[src/sv/tea_block_encrypt_macros.svh]
// Assertion macros for the TEA block encryption design.
// Used by tea_key_regs and tea_block_encrypt; needs clk and rst_n in scope.
`ifndef TEA_BLOCK_ENCRYPT_MACROS_SVH
`define TEA_BLOCK_ENCRYPT_MACROS_SVH

// same-cycle implication
`define TEA_ASSERT_NOW(lbl, ante, cons, msg) \
  lbl: assert property (@(posedge clk) disable iff (!rst_n) (ante) |-> (cons)) \
    else $error(msg);

// next-cycle implication
`define TEA_ASSERT_NEXT(lbl, ante, cons, msg) \
  lbl: assert property (@(posedge clk) disable iff (!rst_n) (ante) |=> (cons)) \
    else $error(msg);

`endif

[src/sv/tea_pkg.sv]
// Shared types, constants and round-sum function for the TEA encryptor.
// No dependencies; used by all modules of tea_block_encrypt.
package tea_pkg;

  typedef logic [31:0] word_t;

  localparam int ROUND_COUNT = 32;
  localparam int STAGE_COUNT = 2 * ROUND_COUNT;  // one half-round per stage
  localparam int CFG_IDX_W   = 8;

  localparam word_t TEA_DELTA = 32'h9E37_79B9;

  localparam word_t KEY0_RST = 32'h7384_ABD7;
  localparam word_t KEY1_RST = 32'hC8DD_91A5;
  localparam word_t KEY2_RST = 32'hF24D_1234;
  localparam word_t KEY3_RST = 32'h3EFE_2A10;

  localparam logic [CFG_IDX_W-1:0] KEY_IDX_0 = 8'd0;
  localparam logic [CFG_IDX_W-1:0] KEY_IDX_1 = 8'd1;
  localparam logic [CFG_IDX_W-1:0] KEY_IDX_2 = 8'd2;
  localparam logic [CFG_IDX_W-1:0] KEY_IDX_3 = 8'd3;

  typedef struct packed {
    word_t k0;
    word_t k1;
    word_t k2;
    word_t k3;
  } key_set_t;

  // fixed per-stage control, tied off at elaboration
  typedef struct packed {
    logic  second;  // 1: update right word, 0: update left word
    word_t total;   // running delta sum of this round
  } stage_ctl_t;

  // delta sum for round r (0-based): (r + 1) * delta mod 2^32
  function automatic word_t round_total(input int r);
    logic [63:0] prod;
    prod = 64'(r + 1) * 64'(TEA_DELTA);
    return prod[31:0];
  endfunction

endpackage

[src/sv/tea_stage.sv]
// One TEA half-round with its pipeline register and valid bit.
// Depends on tea_pkg.
module tea_stage (
  input  logic                clk,
  input  logic                rst_n,
  input  logic                adv,
  input  tea_pkg::stage_ctl_t ctl,
  input  tea_pkg::key_set_t   keys,
  input  logic                vld_in,
  input  tea_pkg::word_t      left_in,
  input  tea_pkg::word_t      right_in,
  output logic                vld_out,
  output tea_pkg::word_t      left_out,
  output tea_pkg::word_t      right_out
);

  function automatic tea_pkg::word_t mix(input tea_pkg::word_t v,
                                         input tea_pkg::word_t total,
                                         input tea_pkg::word_t ka,
                                         input tea_pkg::word_t kb);
    return ((v << 4) + ka) ^ (v + total) ^ ((v >> 5) + kb);
  endfunction

  logic           vld_r;
  tea_pkg::word_t left_r, right_r;
  tea_pkg::word_t left_nxt, right_nxt;

  always_comb begin
    left_nxt  = left_in;
    right_nxt = right_in;
    if (ctl.second) begin
      right_nxt = right_in + mix(left_in, ctl.total, keys.k2, keys.k3);
    end else begin
      left_nxt = left_in + mix(right_in, ctl.total, keys.k0, keys.k1);
    end
  end

  always_ff @(posedge clk) begin
    if (!rst_n) begin
      vld_r <= 1'b0;
    end else if (adv) begin
      vld_r <= vld_in;
    end
  end

  always_ff @(posedge clk) begin
    if (adv) begin
      left_r  <= left_nxt;
      right_r <= right_nxt;
    end
  end

  assign vld_out   = vld_r;
  assign left_out  = left_r;
  assign right_out = right_r;

endmodule

[config.mk]
export PLATFORM = sky130hd
export DESIGN_NAME = tea_stage
export DESIGN_NICKNAME = d
export VERILOG_FILES = /design/src/sv/tea_block_encrypt_macros.svh /design/src/sv/tea_pkg.sv /design/src/sv/tea_stage.sv
export SDC_FILE = /design/constraint.sdc
export NUM_CORES = 1
export LEC_CHECK = 0
export ABC_AREA = 1
export BUFFER_PORTS_ARGS = -buffer_cell sky130_fd_sc_hd__buf_4
export CAP_MARGIN = 25
export CORE_ASPECT_RATIO = 1.1
export CORE_MARGIN = 2
export CORE_UTILIZATION = 65
export CTS_BUF_LIST = sky130_fd_sc_hd__clkbuf_4 sky130_fd_sc_hd__clkbuf_8
export DETAILED_ROUTE_END_ITERATION = 10
export PLACE_DENSITY = 0.9
export RECOVER_POWER = 50
export SYNTH_ARGS = -nofsm -noshare
export SYNTH_HDL_FRONTEND = slang
export SYNTH_SLANG_ARGS = --single-unit
[constraint.sdc]
create_clock -name clk -period 14.85 [get_ports clk]
set_input_delay 4.455 -clock clk [delete_from_list [all_inputs] [get_ports clk]]
set_output_delay 4.455 -clock clk [all_outputs]
set_load 0.1 [all_outputs]
==> results of run 1 <==
-- metal layers --
layer / routed length (um) / vias to the layer above / share of wire
met5: 0 / - / 0
met4: 6694 / 0 / 0.097
met3: 9658 / 524 / 0.14
met2: 30490 / 1762 / 0.44
met1: 22470 / 9645 / 0.32
li1: - / 10186 / -
-- metrics by stage --
step,hold WS (ns),area (um^2)
2_1_floorplan,0.9863,17920
3_3_place_gp,0.5225,20520
3_5_place_dp,0.5461,20520
4_1_cts,0.5630,20700
5_1_grt,0.6335,20580
6_report,0.5554,20580
-- power groups by stage --
| stage | Combinational (mW) | Clock (mW) | Sequential (mW) |
|---|---|---|---|
| 2_1_floorplan | 1.28 | 0 | 0.682 |
| 3_3_place_gp | 2.13 | 0 | 0.300 |
| 3_5_place_dp | 2.19 | 0 | 0.302 |
| 4_1_cts | 2.19 | 0.149 | 0.298 |
| 5_1_grt | 2.41 | 0.158 | 0.301 |
| 6_report | 2.25 | 0.152 | 0.298 |
-- critical path, stage by stage --
cell and delay (ns):
buf_4 0.16, ha_1 0.34, nand2_1 0.08, nand3_1 0.16
a21oi_1 0.31, o21ai_2 0.17, a21oi_1 0.40, nor2_1 0.08
nor2_1 0.12, xor2_1 0.27, nand3b_1 0.15, nand2_1 0.09
ha_1 0.36, nand2_1 0.13, inv_1 0.07, a21oi_1 0.09
o21ai_0 0.57, a21oi_1 0.09, o21ai_1 0.24, nand2_1 0.09
inv_1 0.08, o21ai_0 0.07, nand3b_1 0.11, nand2_1 0.06
-- kinds of logic (layout without fill, tap and decap cells) --
| family | count (synthesis) | after routing | share of synthesized area |
|---|---|---|---|
| fa+ha+maj | 250 | 250 | 0.1779 |
| xor+xnor | 262 | 262 | 0.1284 |
| buf+inv | 345 | 641 | 0.07260 |
| flops | 65 | 65 | 0.1083 |
| other cells | 0 | 1 | 0 |
| compound gates | 555 | 555 | 0.1872 |
| simple gates | 1389 | 1389 | 0.3256 |
-- sequential cells by signal (all words and copies together), names as in the netlist --
register,flops
vld_out,1
right_out,32
left_out,32
-- area by class of cell --
cell class	count	area, um^2	share of cell area
antenna	1	2.502	0.0001216
clock buffer	10	131.4	0.006383
clock inverter	5	47.55	0.002310
inverter	332	1246	0.06055
multi-input combinational	2456	14680	0.7134
sequential	65	1942	0.09435
tap	357	446.7	0.02170
timing repair buffer	294	2083	0.1012
-- synthesized netlist by cell type (all sizes together) --
cell / count
nand2: 839
inv: 332
nor2: 272
ha: 242
a21oi: 241
nand3: 164
xor2: 149
o21ai: 141
xnor2: 113
edfxtp: 64
a21o: 44
o21bai: 37
a31oi: 34
nor3: 33
nand4: 23
or2: 22
nand3b: 16
o211ai: 13
nor4: 12
a21boi: 10
clkbuf: 9
fa: 8
o21a: 8
o221ai: 5
o31ai: 5
a31o: 4
and2: 4
buf: 4
a211oi: 3
a221oi: 2
and3: 2
nor3b: 2
o2111ai: 2
o311ai: 2
a211o: 1
a22oi: 1
dfxtp: 1
o211a: 1
o22ai: 1
-- final timing paths --
check	start	to	slack [ns]	depth (start not counted)
setup / recovery	right_in[7]	left_out[26]	6.22	24
hold / removal	vld_out	vld_out	0.56	2
setup reg to reg	vld_out	vld_out	14.06	2
hold reg to reg	vld_out	vld_out	0.56	2
==> flow_metrics.py, run 1 <==
metrics = {
    "cells_and_area": {
        "final_common_cell": "nand2_1",
        "layout_common_cells": "nand2_1, inv_1, nor2_1",
        "postLayoutCoreUtil": 0.7612,
        "nets": 3637,
        "area_growth_pct": 14.82,
        "nFillCells": 2126,
        "drive_gt1_frac": 0.1176,
        "final_cells": 3520,
    },
    "clock_network": {
        "tritoncts": "built",
        "clock_latency_ns": 0.39,
        "cts-buffers-inserted": 9,
        "ctsResizeCount": 0,
        "postCtsHoldBufs": 0,
        "ctsLongestPathBuffers": 2,
        "ctsHtreeMaxLevel": 3,
        "clock_sinks": 65,
        "path_clk_slew_ns": 0.07,
        "cts_root_buf": "clkbuf_8",
        "post_cts_buffers": 0,
    },
    "floorplan": {
        "core_mm2": 0.02704,
        "die_w_um": 162.3,
        "pin_count": 294,
        "dieArea_mm2": 0.02892,
        "num_rows": 63,
        "initial_utilization": 0.6630,
        "chipHeight_um": 178.2,
    },
    "detailed_routing": {
        "drtIter0Drc": 2863,
        "firstDrtPassIters": 8,
        "drc_errors": 0,
        "via_per_inst": 6.283,
        "routed_wl_mm": 69.31,
        "dr_total_vias": 22117,
        "final_antenna_net_count": 0,
        "route.detailed.wl_per_inst_um": 19.69,
    },
    "timing": {
        "fin_crit_sh": 0.5813,
        "relSlewSlack": -1.403,
        "slew_viol_final": 67,
        "worst_pin_slew_ns": 3.605,
        "tns_ns": 0,
        "final-hold-violation-count": 0,
        "fmax_mhz": 115.8,
        "period_needed_ns": 8.633,
        "grt_setup_unrepaired": "false",
        "layout_setup_ws_ns": 6.217,
        "setup_viol": 0,
        "finClkSkew_ns": 0,
    },
    "power": {
        "leakagePower_nw": 10.62,
        "p_int_mw": 1.048,
        "ir_drop_v": 0.0001050,
        "p_clk_frac": 0.056,
        "design_power_total_mw": 2.697,
        "powerDensity_mw_per_mm2": 131.1,
        "netSwitchingPower_mw": 1.650,
        "p_seq_frac": 0.111,
        "netSwitchingFraction": 0.6116,
        "combPwrFrac": 0.833,
    },
    "global_routing": {
        "grt-ovfl-total": 0,
        "gr-usage-met3": 0.08672,
        "met2_usage": 0.7734,
        "top_usage_layer": "met2",
        "grt_start_max_net_pins": 73,
        "grt_pass1_wl_mm": 104.9,
        "grt.total_usage": 0.4674,
        "grt_pass1_vias": 21622,
        "grt_util_met1": 0.5200,
        "antenna_found_initial": 1,
    },
    "yosys": {
        "yosysTopAreaCell": "nand2_1",
        "yosysUniqueCellTypes": 63,
        "synth_nets": 3345,
        "synth-seq-cells": 65,
        "syn_avg_cell_area_um2": 6.254,
        "synth_top_area_share": 0.1707,
        "syn_inst": 2866,
        "ys_seq_area_frac": 0.1083,
        "synth_area_mm2": 0.01792,
        "yosys-top-cells-area": "nand2_1, ha_1, edfxtp_1",
        "yosysWarningCount": 0,
    },
    "critical_path": {
        "arrival_ns": 8.77,
        "cp-start-kind": "primary input",
        "path_class": "primary input to register",
        "cp_max_fo": 5,
        "critPathRequiredTime_ns": 14.99,
        "end_kind": "register",
    },
    "placement": {
        "hpwl_mm": 57.17,
        "place_inst": 3504,
        "port_buffers": 293,
        "routabilityCongestion": 1.230,
        "dp_slack_ns": 6.113,
    },
    "flow_run": {
        "drv_cap": 1,
    },
    "min_path": {
        "worstHoldPathType": "register to register",
    },
    "status": {
        "status": "complete, but fails checks",
        "violations": "capacitance limit, slew limit",
    },
}
(Power assumes the default switching activity.)
==> inputs of run 2 (changes only) <==
Settings changed: CORE_UTILIZATION 65 to 55, PLACE_DENSITY 0.9 to 0.81.
Clock period 14.85 ns to 7 ns, I/O delays scaled along.
==> run 2 against run 1 <==
Effect of this change:
- the run still ends with capacitance limit, slew limit left
- utilization is 12 points lower
- worst hold slack worse by 0.0054 ns
- sequential cell count unchanged
- clock skew unchanged
- first-iteration DRC count fell by 45%
- setup slack worse by 5.6 ns
- non-clock buffer count rose by 3
- clock power is 110% higher
- sequential share of layout area hardly changed
- power grew 120%
- critical path type unchanged
==> flow_metrics.py, run 2 (synthesis gave the netlist of run 1 again) <==
metrics = {
    "clock_network": {
        "path_clk_slew_ns": 0.09,
        "cts_root_buf": "clkbuf_8",
        "post_cts_buffers": 0,
        "clock_latency_ns": 0.40,
        "tritoncts": "built",
        "cts-buffers-inserted": 9,
        "ctsResizeCount": 0,
        "ctsLongestPathBuffers": 2,
        "postCtsHoldBufs": 0,
        "ctsHtreeMaxLevel": 3,
        "clock_sinks": 65,
    },
    "timing": {
        "fin_crit_sh": 0.9171,
        "period_needed_ns": 6.420,
        "slew_viol_final": 67,
        "worst_pin_slew_ns": 3.920,
        "finClkSkew_ns": 0,
        "final-hold-violation-count": 0,
        "tns_ns": 0,
        "grt_setup_unrepaired": "false",
        "relSlewSlack": -1.613,
        "whs_ns": 0.5500,
        "fmax_mhz": 155.8,
        "setup_viol": 0,
        "layout_setup_ws_ns": 0.5800,
    },
    "detailed_routing": {
        "dr_total_vias": 21518,
        "routed_wl_mm": 75.41,
        "firstDrtPassIters": 8,
        "route.detailed.wl_per_inst_um": 20.99,
        "final_antenna_net_count": 0,
        "drtIter0Drc": 1574,
        "via_per_inst": 5.991,
        "drc_errors": 0,
    },
    "floorplan": {
        "dieArea_mm2": 0.03405,
        "initial_utilization": 0.5566,
        "core_mm2": 0.03220,
        "chipHeight_um": 193.3,
        "pin_count": 294,
        "die_w_um": 176.1,
        "num_rows": 69,
    },
    "cells_and_area": {
        "nets": 3640,
        "final_cells": 3592,
        "area_growth_pct": 15.42,
        "layout_common_cells": "nand2_1, inv_1, nor2_1, buf_4, ha_1",
        "final_common_cell": "nand2_1",
        "drive_gt1_frac": 0.1194,
        "diodes": 0,
    },
    "placement": {
        "routabilityCongestion": 1.110,
        "hpwl_mm": 64.82,
        "port_buffers": 293,
        "dp_slack_ns": 0.2818,
        "place_inst": 3576,
    },
    "global_routing": {
        "grt-ovfl-total": 0,
        "antenna_found_initial": 1,
        "grt.total_usage": 0.4310,
        "grt_pass1_wl_mm": 112.7,
        "grt_start_max_net_pins": 67,
        "grt_pass1_vias": 21565,
    },
    "critical_path": {
        "arrival_ns": 6.58,
        "path_common_cell": "nand2_1",
        "reg2reg_slack_ns": 6.18,
        "slowest_delay_ns": 0.47,
        "cp_max_fo": 5,
        "path_buf_inv": 2,
        "path_class": "primary input to register",
        "crit_chain": "buf_4, ha_1, nand2_1, nor2_1, inv_1, nor3_1, nand2_1, nand2_1, xor2_1, o21ai_0, nand3b_1, nand2_1, ha_1, nand2_1, o21ai_0, a21oi_1, nand3_1, a21oi_1, o21ai_1, or2_1, nand3_1, nand2_1",
        "path_delay_family": "simple AND/OR/NAND/NOR gates",
        "cp_slowest_cell": "nor3_1",
        "end_kind": "register",
        "cp-start-kind": "primary input",
        "critPathRequiredTime_ns": 7.16,
    },
    "status": {
        "violations": "capacitance limit, slew limit",
        "status": "complete, but fails checks",
    },
    "min_path": {
        "worstHoldPathType": "register to register",
    },
    "power": {
        "leakagePower_nw": 10.63,
        "ir_drop_v": 0.0001405,
        "powerDensity_mw_per_mm2": 280.6,
    },
    "flow_run": {
        "drv_cap": 1,
    },
}
run 2: changes by cell type in the layout (fill, tap and decap cells not counted), sizes merged:
cell	previous run	this run
buf	261	264
bufinv	1	0
clkbuf	43	42
clkinv	4	5
clkinvlp	0	1
diode	1	0
inv	332	333
run 2: area by class of cell:
type / count / area, um^2
Clock inverter: 7 / 56.30
Tap cell: 426 / 533.0
Clock buffer: 9 / 123.9
Sequential cell: 65 / 1942
Timing Repair Buffer: 297 / 2106
Inverter: 332 / 1246
Multi-Input combinational cell: 2456 / 14680
Fill cell: 3059 / 11510
run 2: through the flow:
step	power [mW]	util	area, um^2
finish	5.806	0.6425	20690
global route	6.193	0.6425	20690
CTS	5.744	0.6463	20810
detailed placement	5.420	0.6407	20630
global placement	5.355	0.6407	20630
floorplan	4.156	-	17920
run 2: worst paths after layout:
check | start | endpoint | depth (start not counted)
worst min register to register | vld_out | vld_out | 2
worst min-delay path | vld_out | vld_out | 2
worst max-delay path | right_in[11] | left_out[27] | 22
worst max register to register | vld_out | vld_out | 2
run 2: worst register-to-register path: cells and delay by family, from the launching register on:
family	cells	cell delay, ns
flip-flops	1	0.31
AO/OA/AOI/OAI	2	0.24
run 2: power by group:
| part | internal (mW) | switching, mW | leakage, nW |
|---|---|---|---|
| combinational | 1.47 | 3.39 | 9.91 |
| sequential | 0.595 | 0.0338 | 0.633 |
| clock | 0.131 | 0.184 | 0.0898 |
| total | 2.20 | 3.61 | 10.6 |
run 2: per-layer routing:
metal | global-route usage | routed length [um] | vias up
met4 | 0.3318 | 6675 | 0
met3 | 0.07017 | 6627 | 367
met1 | 0.4617 | 26380 | 9719
met2 | 0.7516 | 35730 | 1242
li1 | - | - | 10190
met5 | 0 | 0 | -
