`src/sv/tea_block_encrypt_macros.svh`:
```
// Assertion macros for the TEA block encryption design.
// Used by tea_key_regs and tea_block_encrypt; needs clk and rst_n in scope.
`ifndef TEA_BLOCK_ENCRYPT_MACROS_SVH
`define TEA_BLOCK_ENCRYPT_MACROS_SVH

// same-cycle implication
`define TEA_ASSERT_NOW(lbl, ante, cons, msg) \
  lbl: assert property (@(posedge clk) disable iff (!rst_n) (ante) |-> (cons)) \
    else $error(msg);

// next-cycle implication
`define TEA_ASSERT_NEXT(lbl, ante, cons, msg) \
  lbl: assert property (@(posedge clk) disable iff (!rst_n) (ante) |=> (cons)) \
    else $error(msg);

`endif

```
`src/sv/tea_pkg.sv`:
```
// Shared types, constants and round-sum function for the TEA encryptor.
// No dependencies; used by all modules of tea_block_encrypt.
package tea_pkg;

  typedef logic [31:0] word_t;

  localparam int ROUND_COUNT = 32;
  localparam int STAGE_COUNT = 2 * ROUND_COUNT;  // one half-round per stage
  localparam int CFG_IDX_W   = 8;

  localparam word_t TEA_DELTA = 32'h9E37_79B9;

  localparam word_t KEY0_RST = 32'h7384_ABD7;
  localparam word_t KEY1_RST = 32'hC8DD_91A5;
  localparam word_t KEY2_RST = 32'hF24D_1234;
  localparam word_t KEY3_RST = 32'h3EFE_2A10;

  localparam logic [CFG_IDX_W-1:0] KEY_IDX_0 = 8'd0;
  localparam logic [CFG_IDX_W-1:0] KEY_IDX_1 = 8'd1;
  localparam logic [CFG_IDX_W-1:0] KEY_IDX_2 = 8'd2;
  localparam logic [CFG_IDX_W-1:0] KEY_IDX_3 = 8'd3;

  typedef struct packed {
    word_t k0;
    word_t k1;
    word_t k2;
    word_t k3;
  } key_set_t;

  // fixed per-stage control, tied off at elaboration
  typedef struct packed {
    logic  second;  // 1: update right word, 0: update left word
    word_t total;   // running delta sum of this round
  } stage_ctl_t;

  // delta sum for round r (0-based): (r + 1) * delta mod 2^32
  function automatic word_t round_total(input int r);
    logic [63:0] prod;
    prod = 64'(r + 1) * 64'(TEA_DELTA);
    return prod[31:0];
  endfunction

endpackage

```
`src/sv/tea_key_regs.sv`:
```
// Key register file for the TEA encryptor: four 32-bit words, write-only port.
// Depends on tea_pkg and tea_block_encrypt_macros.svh.
`include "tea_block_encrypt_macros.svh"

module tea_key_regs (
  input  logic                          clk,
  input  logic                          rst_n,
  input  logic                          cfg_valid,
  input  logic [tea_pkg::CFG_IDX_W-1:0] cfg_index,
  input  tea_pkg::word_t                cfg_data,
  output tea_pkg::key_set_t             keys
);

  tea_pkg::key_set_t keys_r, keys_nxt;

  always_comb begin
    keys_nxt = keys_r;
    if (cfg_valid) begin
      unique case (cfg_index)
        tea_pkg::KEY_IDX_0: keys_nxt.k0 = cfg_data;
        tea_pkg::KEY_IDX_1: keys_nxt.k1 = cfg_data;
        tea_pkg::KEY_IDX_2: keys_nxt.k2 = cfg_data;
        tea_pkg::KEY_IDX_3: keys_nxt.k3 = cfg_data;
        default: ;  // unknown index: dropped
      endcase
    end
  end

  always_ff @(posedge clk) begin
    if (!rst_n) begin
      keys_r <= '{k0: tea_pkg::KEY0_RST, k1: tea_pkg::KEY1_RST,
                  k2: tea_pkg::KEY2_RST, k3: tea_pkg::KEY3_RST};
    end else begin
      keys_r <= keys_nxt;
    end
  end

  assign keys = keys_r;

  `TEA_ASSERT_NEXT(a_key0_write, cfg_valid && (cfg_index == tea_pkg::KEY_IDX_0),
                   keys_r.k0 == $past(cfg_data), "key word 0 write lost")

endmodule

```
`config.mk`:
```
export PLATFORM = sky130hd
export DESIGN_NAME = tea_key_regs
export DESIGN_NICKNAME = d
export VERILOG_FILES = /design/src/sv/tea_pkg.sv /design/src/sv/tea_key_regs.sv
export VERILOG_INCLUDE_DIRS = /design/src /design/src/sv
export SDC_FILE = /design/constraint.sdc
export NUM_CORES = 1
export LEC_CHECK = 0
export BUFFER_PORTS_ARGS = -buffer_cell sky130_fd_sc_hd__clkbuf_2
export CORE_ASPECT_RATIO = 1.75
export CORE_UTILIZATION = 54
export DETAILED_ROUTE_END_ITERATION = 8
export PLACE_DENSITY = 0.94
export SLEW_MARGIN = 10
export SYNTH_ARGS = -nofsm -noshare
export SYNTH_HDL_FRONTEND = slang
export SYNTH_SLANG_ARGS = --single-unit
```
`constraint.sdc`:
```
create_clock -name clk -period 3.4 [get_ports clk]
set_clock_uncertainty 0.1 [all_clocks]
set_input_delay 0.68 -clock clk [delete_from_list [all_inputs] [get_ports clk]]
set_output_delay 0.68 -clock clk [all_outputs]
set_load 0.005 [all_outputs]
```
==> summary.md, run 1 <==
| Metric | Value |
|---|---|
| Post-CTS Hold Buffers | 0 |
| Hold_ws | 0.360 ns |
| Sequential power share | 43.4% |
| Mapped Cells | 484 |
| Starting Density | 55.8% |
| Synth top area cells | dfxtp_1, mux2i_1, nor2b_1 |
| Die ar. | 9870 sq um |
| Power share of the clock group | 53.1% |
| Hold_sp | keys[81] |
| Area grow syn2layout | 28.7% |
| Synth Warn # | 0 |
| Final-layout fill cell count | 638 |
| Starting DRT DRC Count | 146 |
| Data required, critical path | 3.62 ns |
| Met3 WL post-DR | 414 microns |
| Pins Over Slew Limit | 0 |
| Overall fraction of global-route tracks in use | 25.5% |
| Router iterations before antenna repair | 4 |
| Drt total wl | 12000 microns |
| Tcrit/Tclk final | 63.1% |
| Antenna violations before repair | 0 |
| CORE AREA | 9150 sq um |
| Total power | 3.47 mW |
| Fin Setup TNS | 0 ns |
| Later-pin clock latency in the skew report | 0.40 ns |
| Mapped Nets | 527 |
| Die X | 75.5 microns |
| Max reg flops | 128 |
| WL/cell | 15.4 microns |
| Setup violators final | 0 |
| Final Non-Filler Cells | 779 |
| Clk sink count | 128 |
| CP max FO | 18 |
| Ys async rst share | 0% |
| Cell area after synthesis | 5110 sq um |
| PortBufs | 170 |
| Most common library cells after synthesis | dfxtp_1, mux2i_1, nand2_1 |
| RR Endpoint | keys[50] |
| Largest net degree at the start of global routing | 82 |
| Post-CTS setup repair buffer count | 0 |
| Grt ovf | 0 |
| CTS Root Cell | clkbuf_16 |
| Critical path capture point type | flop |
| R2r worst-path depth | 2 |
| Slew HR | 58.8% |
| GPL Wtd Cong | 0.817 |
| Vias per cell | 5.04 |
| Number of global-route vias before repair | 3962 |
| WHS Endpoint | keys[81] |
| First-pass GRT wire length | 18600 microns |
| VDD IR max | 0.381 mV |
| Routed met1 length | 4570 microns |
| Final worst path period need | 2.15 ns |
| Worst-margin pin slew | 0.618 ns |
| DP Worst Slack | 0.829 ns |
| Fin area | 6580 sq um |
| Sw Pwr | 0.665 mW |
| Setup CP Type | primary input to flop |
| Placed cell area | 5970 sq um |
| Status | finished clean |
| Largest area contributor in the netlist | dfxtp_1 |
| Clk slew on worst S/H paths | 0.05 ns |
| Distinct cells, synth | 13 |
| Critical path startpoint category | primary input |
| # DRC | 0 |
| Number of gates resized after cts | 0 |
| Top Metal Used | met4 |
| Hold path cells | 2 |
| Worst reg2reg setup slack | 2.62 ns |
| Pleak | 3.39 nW |
| Hold crit path type | flop to flop |
| CTS tree | built |
| Number of top-level pins | 171 |
| Synth Flop Type | dfxtp_1 |
| Cell count after placement | 748 |
| Register bit total from synthesis | 128 |
| RSZ-0062 raised after global routing | no |
| Via Count | 3928 |
| Switch share | 19.2% |
| Synth top area share | 50.1% |
| Worst setup margin | 1.25 ns |
| Avg Cell Area, Syn | 10.6 sq um |
| R2r startpoint | keys[50] |
| Final net count | 690 |
| Maximum clock frequency | 466 MHz |
| Post-synth EDFFs | 0 |
| CTS H-tree lvls | 4 |
| Site Rows | 46 |
| ANT cells | 0 |
| Vert. Die Dim | 131 microns |
| Inserted Clock Buffers | 17 |
| Layout cells sized above 1 | 32.0% |
| Comb power frac | 3.5% |
| Fin util | 71.9% |
| Post-route ant nets | 0 |
| Met2 wire length | 6460 microns |
| Sequential area share after synthesis | 50.1% |
| CP arrival | 2.37 ns |
| Final hold violations | 0 |
| Clock Path Buffers | 2 |
| Int Pwr | 2.80 mW |
| Max_cap viols | 0 |
| Power Density | 527 nW/um^2 |
| DPL Wire Length | 8600 microns |
power by group through the flow:
stage	combinational [mW]	sequential [mW]	clock [mW]
after global routing	0.132	1.50	1.92
final	0.121	1.50	1.84
after CTS	0.121	1.50	1.86
after global placement	0.117	1.54	0
after detailed placement	0.120	1.54	0
after floorplan	0.0726	1.54	0
cells by family after synthesis:
family / Yosys count / share of synthesized area, %
simple gates: 194 / 20.1
mux: 128 / 25.1
flops: 128 / 50.1
buf+inv: 34 / 4.68
final cells by class:
class | instances | area (sq um) | share of cell area [%]
clock inverter | 5 | 100 | 1.52
clock buffer | 26 | 509 | 7.74
multi-input combinational | 322 | 2320 | 35.2
sequential | 128 | 2560 | 39.0
timing repair buffer | 178 | 938 | 14.3
tap | 120 | 150 | 2.28
metal layers:
metal	track usage [%]	up-vias
met5	0	-
met3	5.90	40
met4	17.3	0
met1	25.4	1833
li1	-	1922
met2	45.5	133
critical path: stages:
cell,delay [ns]
clkbuf_2,0.10
nor4b_4,0.42
and4bb_2,0.69
buf_12,0.26
mux2i_1,0.21
cell usage in the layout, fill, tap and decap left out, types with 2 or more instances in the layout:
master / Yosys / layout
buf_12: 0 / 2
buf_4: 0 / 7
bufinv_16: 0 / 3
clkbuf_1: 19 / 4
clkbuf_16: 0 / 17
clkbuf_2: 0 / 169
clkbuf_8: 0 / 5
clkinv_2: 0 / 2
dfxtp_1: 128 / 128
mux2i_1: 128 / 128
nand2_1: 95 / 95
nor2b_1: 93 / 93
how the worst max path moves through the flow:
stage / startpoint / to / slack [ns] / cells after the start
global route: cfg_index[6] / keys[108] / 1.14 / 5
detailed placement: cfg_index[6] / keys[124] / 0.83 / 5
floorplan: cfg_index[6] / keys[106] / 1.48 / 5
CTS: cfg_index[6] / keys[104] / 1.27 / 5
global placement: cfg_index[6] / keys[110] / 0.93 / 5
finish: cfg_index[6] / keys[104] / 1.25 / 5
Note: power is estimated with default switching activity, not from simulation.
==> inputs of run 2 (changes only) <==
--- a/config.mk
+++ b/config.mk
@@ -8,9 +8,9 @@
 export LEC_CHECK = 0
 export BUFFER_PORTS_ARGS = -buffer_cell sky130_fd_sc_hd__clkbuf_2
 export CORE_ASPECT_RATIO = 1.75
-export CORE_UTILIZATION = 54
+export CORE_UTILIZATION = 50
 export DETAILED_ROUTE_END_ITERATION = 8
-export PLACE_DENSITY = 0.94
+export PLACE_DENSITY = 0.88
 export SLEW_MARGIN = 10
 export SYNTH_ARGS = -nofsm -noshare
 export SYNTH_HDL_FRONTEND = slang
==> constraint.sdc (replaced) <==
create_clock -name clk -period 2.05 [get_ports clk]
set_clock_uncertainty 0.1 [all_clocks]
set_input_delay 0.41 -clock clk [delete_from_list [all_inputs] [get_ports clk]]
set_output_delay 0.41 -clock clk [all_outputs]
set_load 0.005 [all_outputs]
==> summary.md, run 2 (same netlist as run 1, synthesis figures left out) <==
| Metric | Value |
|---|---|
| Status | finished clean |
| ANT cells | 0 |
| CTS tree | built |
| Power Density | 869 nW/um^2 |
| Post-CTS Hold Buffers | 0 |
| Comb power frac | 3.6% |
| Sequential power share | 43.3% |
| Largest net degree at the start of global routing | 88 |
| Data required, critical path | 2.29 ns |
| Int Pwr | 4.63 mW |
| Worst-margin pin slew | 0.454 ns |
| WL/cell | 15.6 microns |
| Clk slew on worst S/H paths | 0.06 ns |
| CP arrival | 1.80 ns |
| Area grow syn2layout | 29.8% |
| Starting DRT DRC Count | 178 |
| Tcrit/Tclk final | 76.1% |
| Slowest cell on crit path | nor4b_4 |
| Antenna violations before repair | 0 |
| CP max FO | 18 |
| Pleak | 3.41 nW |
| Vert. Die Dim | 136 microns |
| Final hold violations | 0 |
| Final worst path period need | 1.56 ns |
| Die ar. | 10600 sq um |
| Later-pin clock latency in the skew report | 0.40 ns |
| GPL Wtd Cong | 0.800 |
| Worst path cell trace | clkbuf_2 -> nor4b_4 -> and4bb_2 -> buf_12 -> mux2i_1 |
| Commonest non-fill, non-tap cells in the layout | clkbuf_2, mux2i_1, dfxtp_1 |
| Pins Over Slew Limit | 0 |
| CTS Root Cell | clkbuf_16 |
| Power share of the clock group | 53.1% |
| R2r startpoint | keys[5] |
| Post-route ant nets | 0 |
| CORE AREA | 9910 sq um |
| Critical path startpoint category | primary input |
| Slew HR | 69.6% |
| Critical path capture point type | flop |
| Clk sink count | 128 |
| VDD IR max | 0.622 mV |
| Final net count | 694 |
| Grt ovf | 0 |
| Commonest non-fill, non-tap cell in the layout | clkbuf_2 |
| DPL Wire Length | 8750 microns |
| Number of top-level pins | 171 |
| Via Count | 3956 |
| Hold_sp | cfg_data[29] |
| Max reg flops | 128 |
| Hold_ws | 0.141 ns |
| Overall fraction of global-route tracks in use | 23.8% |
| Number of gates resized after cts | 0 |
| Sw Pwr | 1.13 mW |
| DP Worst Slack | 0.0474 ns |
| Post-CTS setup repair buffer count | 0 |
| Switch share | 19.7% |
| Worst setup margin | 0.491 ns |
| PortBufs | 170 |
| Die X | 78.4 microns |
| Inserted Clock Buffers | 17 |
| Max_cap viols | 0 |
| Setup violators final | 0 |
| Layout cells sized above 1 | 32.2% |
| Starting Density | 51.6% |
| Clock Path Buffers | 2 |
| First-pass GRT wire length | 19200 microns |
| Max stage delay on crit path | 0.47 ns |
| Number of global-route vias before repair | 4053 |
| Maximum clock frequency | 641 MHz |
| Fin Setup TNS | 0 ns |
| Router iterations before antenna repair | 4 |
| Final-layout fill cell count | 773 |
| RSZ-0062 raised after global routing | no |
| Site Rows | 48 |
| Setup CP Type | primary input to flop |
| # DRC | 0 |
| Vias per cell | 5.03 |
| CP Launch Point | cfg_index[6] |
| Hold crit path type | primary input to flop |
| CTS H-tree lvls | 4 |
| Drt total wl | 12300 microns |
## run 2: cell count changes in the layout (fill, tap and decap cells not counted), sizes merged
| cell | delta |
|---|---|
| buf | +4 |
| bufinv | +1 |
| clkbuf | -3 |
| clkinv | +1 |
## run 2: per-layer routing
metal	vias to the layer above	part of all wire (%)	global-route usage (%)
li1	1916	-	-
met5	-	0	0
met1	1888	37	23.5
met3	26	4.2	6.73
met2	126	55	43.8
met4	0	3.2	13.1
## run 2: final timing paths
kind / endpoint / slack, ns / depth (start not counted)
max reg2reg: keys[5] / 1.28 / 2
min reg2reg: keys[49] / 0.36 / 2
min: keys[93] / 0.14 / 3
max: keys[121] / 0.49 / 5
## run 2: layout make-up
class / count / area [sq um] / area share (%)
clock inverter: 7 / 135 / 2.04
tap: 125 / 156 / 2.36
multi-input combinational: 322 / 2330 / 35.1
sequential: 128 / 2560 / 38.6
clock buffer: 23 / 458 / 6.91
timing repair buffer: 182 / 993 / 15.0
## run 2: critical path: cells and delay by family
kind | cells | cell delay [ns]
simple gates | 2 | 0.85
buf+inv | 2 | 0.30
mux | 1 | 0.22
## run 2: per-stage QoR
| stage | util [%] | instance area (sq um) | cells | power [mW] |
|---|---|---|---|---|
| 2_1_floorplan | - | 5110 | 484 | 2.67 |
| 3_3_place_gp | 60.9 | 6040 | 757 | 2.74 |
| 3_5_place_dp | 60.9 | 6040 | 757 | 2.75 |
| 4_1_cts | 66.9 | 6630 | 787 | 5.81 |
| 5_1_grt | 66.9 | 6630 | 787 | 5.93 |
| 6_report | 66.9 | 6630 | 787 | 5.76 |
## run 2: power groups by stage
stage,clock network (mW),logic (mW),registers (mW)
floorplan,0,0.120,2.55
global placement,0,0.197,2.55
detailed placement,0,0.206,2.55
CTS,3.10,0.208,2.49
global route,3.21,0.226,2.49
finish,3.06,0.208,2.50
==> inputs of run 3 (changes only) <==
==> constraint.sdc (replaced) <==
create_clock -name clk -period 1.53 [get_ports clk]
set_clock_uncertainty 0.1 [all_clocks]
set_input_delay 0.306 -clock clk [delete_from_list [all_inputs] [get_ports clk]]
set_output_delay 0.306 -clock clk [all_outputs]
set_load 0.005 [all_outputs]
==> summary.md, run 3 (same netlist as run 1, synthesis figures left out) <==
| Metric | Value |
|---|---|
| Post-CTS Hold Buffers | 0 |
| Starting DRT DRC Count | 146 |
| Number of global-route vias before repair | 4066 |
| Tcrit/Tclk final | 85.6% |
| Vias per cell | 5.04 |
| Fin util | 67.6% |
| Antenna violations before repair | 0 |
| DPL Wire Length | 8770 microns |
| Final Non-Filler Cells | 794 |
| Fin area | 6700 sq um |
| Delay-heaviest family, CP | flip-flops |
| Sequential power share | 44.1% |
| Worst setup margin | 0.221 ns |
| Commonest non-fill, non-tap cells in the layout | clkbuf_2, mux2i_1, dfxtp_1 |
| Hold crit path type | primary input to flop |
| Max stage delay on crit path | 0.37 ns |
| CTS tree | built |
| CP max FO | 2 |
| Final net count | 699 |
| VDD IR max | 1.09 mV |
| RR Endpoint | keys[34] |
| Pleak | 3.45 nW |
| Overall fraction of global-route tracks in use | 24.0% |
| Buffers & Inverters on Critical Path | 1 |
| PortBufs | 170 |
| Cell count after placement | 762 |
| Data required, critical path | 1.12 ns |
| Via Count | 3999 |
| Commonest non-fill, non-tap cell in the layout | clkbuf_2 |
| Worst-margin pin slew | 0.317 ns |
| Slowest cell on crit path | dfxtp_1 |
| Number of gates resized after cts | 0 |
| # DRC | 0 |
| CTS Root Cell | clkbuf_16 |
| Number of top-level pins | 171 |
| Status | finished clean |
| DP Worst Slack | -0.0964 ns |
| Worst reg2reg setup slack | 0.73 ns |
| Max reg flops | 128 |
| Int Pwr | 5.95 mW |
| GPL Wtd Cong | 0.849 |
| Setup violators final | 0 |
| Power share of the clock group | 52.1% |
| Setup CP Type | flop to primary output |
| Clk sink count | 128 |
| Post-CTS setup repair buffer count | 0 |
| Slew HR | 78.9% |
| Hold path cells | 3 |
| Starting Density | 51.6% |
| Vert. Die Dim | 136 microns |
| ANT cells | 0 |
| Layout cells sized above 1 | 33.6% |
| Die ar. | 10600 sq um |
| Router iterations before antenna repair | 4 |
| Final hold violations | 0 |
| Clk slew on worst S/H paths | 0.06 ns |
| Max_cap viols | 0 |
| Switch share | 21.5% |
| Critical path capture point type | primary output |
| Area grow syn2layout | 31.0% |
| Critical path startpoint category | flop |
| Pins Over Slew Limit | 0 |
| First-pass GRT wire length | 19500 microns |
| Grt ovf | 0 |
| Die X | 78.4 microns |
| Worst path cell trace | clkbuf_2 |
| Post-route ant nets | 0 |
| Largest net degree at the start of global routing | 88 |
| Later-pin clock latency in the skew report | 0.40 ns |
| WL/cell | 15.7 microns |
| Clock Path Buffers | 2 |
| Sw Pwr | 1.63 mW |
| RSZ-0062 raised after global routing | no |
| Placed cell area | 6100 sq um |
| Comb power frac | 3.9% |
| CTS H-tree lvls | 4 |
| Hold_sp | cfg_data[29] |
| CORE AREA | 9910 sq um |
| Final worst path period need | 1.31 ns |
| Drt total wl | 12400 microns |
| Power Density | 1130 nW/um^2 |
| R2r worst-path depth | 2 |
| Site Rows | 48 |
| Fin Setup TNS | 0 ns |
| Inserted Clock Buffers | 17 |
| R2r startpoint | keys[34] |
| Maximum clock frequency | 764 MHz |
| CP arrival | 0.90 ns |
| WHS Endpoint | keys[93] |
[run 3: cell type report]
type	count	area [sq um]
clock buffers	19	453
clock inverters	13	138
fillers	750	3210
multi-input cells	322	2320
flip-flops and latches	128	2560
well taps	125	156
repair buffers	187	1070
[run 3: worst max path at each step]
stage / cells past startpoint / start / slack (ns) / endpoint
2_1_floorplan: 5 / cfg_index[2] / -0.007 / keys[106]
3_3_place_gp: 6 / cfg_index[2] / -0.07 / keys[78]
3_5_place_dp: 6 / cfg_index[2] / -0.1 / keys[65]
4_1_cts: 1 / keys[109] / 0.21 / keys[109]
5_1_grt: 1 / keys[109] / 0.19 / keys[109]
6_report: 1 / keys[109] / 0.22 / keys[109]
[run 3: power by group through the flow]
stage	Clock, mW	Sequential [mW]	Combinational (mW)
final	3.95	3.34	0.292
after global routing	4.15	3.34	0.316
after CTS	4.00	3.34	0.291
after detailed placement	0	3.41	0.289
after global placement	0	3.41	0.282
after floorplan	0	3.41	0.161
[run 3: layer usage]
layer	vias to the layer above	wire length [microns]	share of wire [%]	global-route usage [%]
li1	1935	-	-	-
met1	1897	4730	38	23.9
met2	134	6800	55	44.8
met3	33	465	3.7	5.39
met4	0	439	3.5	13.7
met5	-	0	0	0
[run 3: worst register-to-register path, stage by stage, from the launching register on]
cell and delay (ns):
dfxtp_1 0.32, nor2b_1 0.15, mux2i_1 0.10
[run 3: stage by stage]
| step | hold slack (ns) | total power [mW] |
|---|---|---|
| 2_1_floorplan | 0.345 | 3.57 |
| 3_3_place_gp | 0.343 | 3.69 |
| 3_5_place_dp | 0.347 | 3.70 |
| 4_1_cts | 0.0266 | 7.63 |
| 5_1_grt | 0.0449 | 7.81 |
| 6_report | 0.0372 | 7.58 |
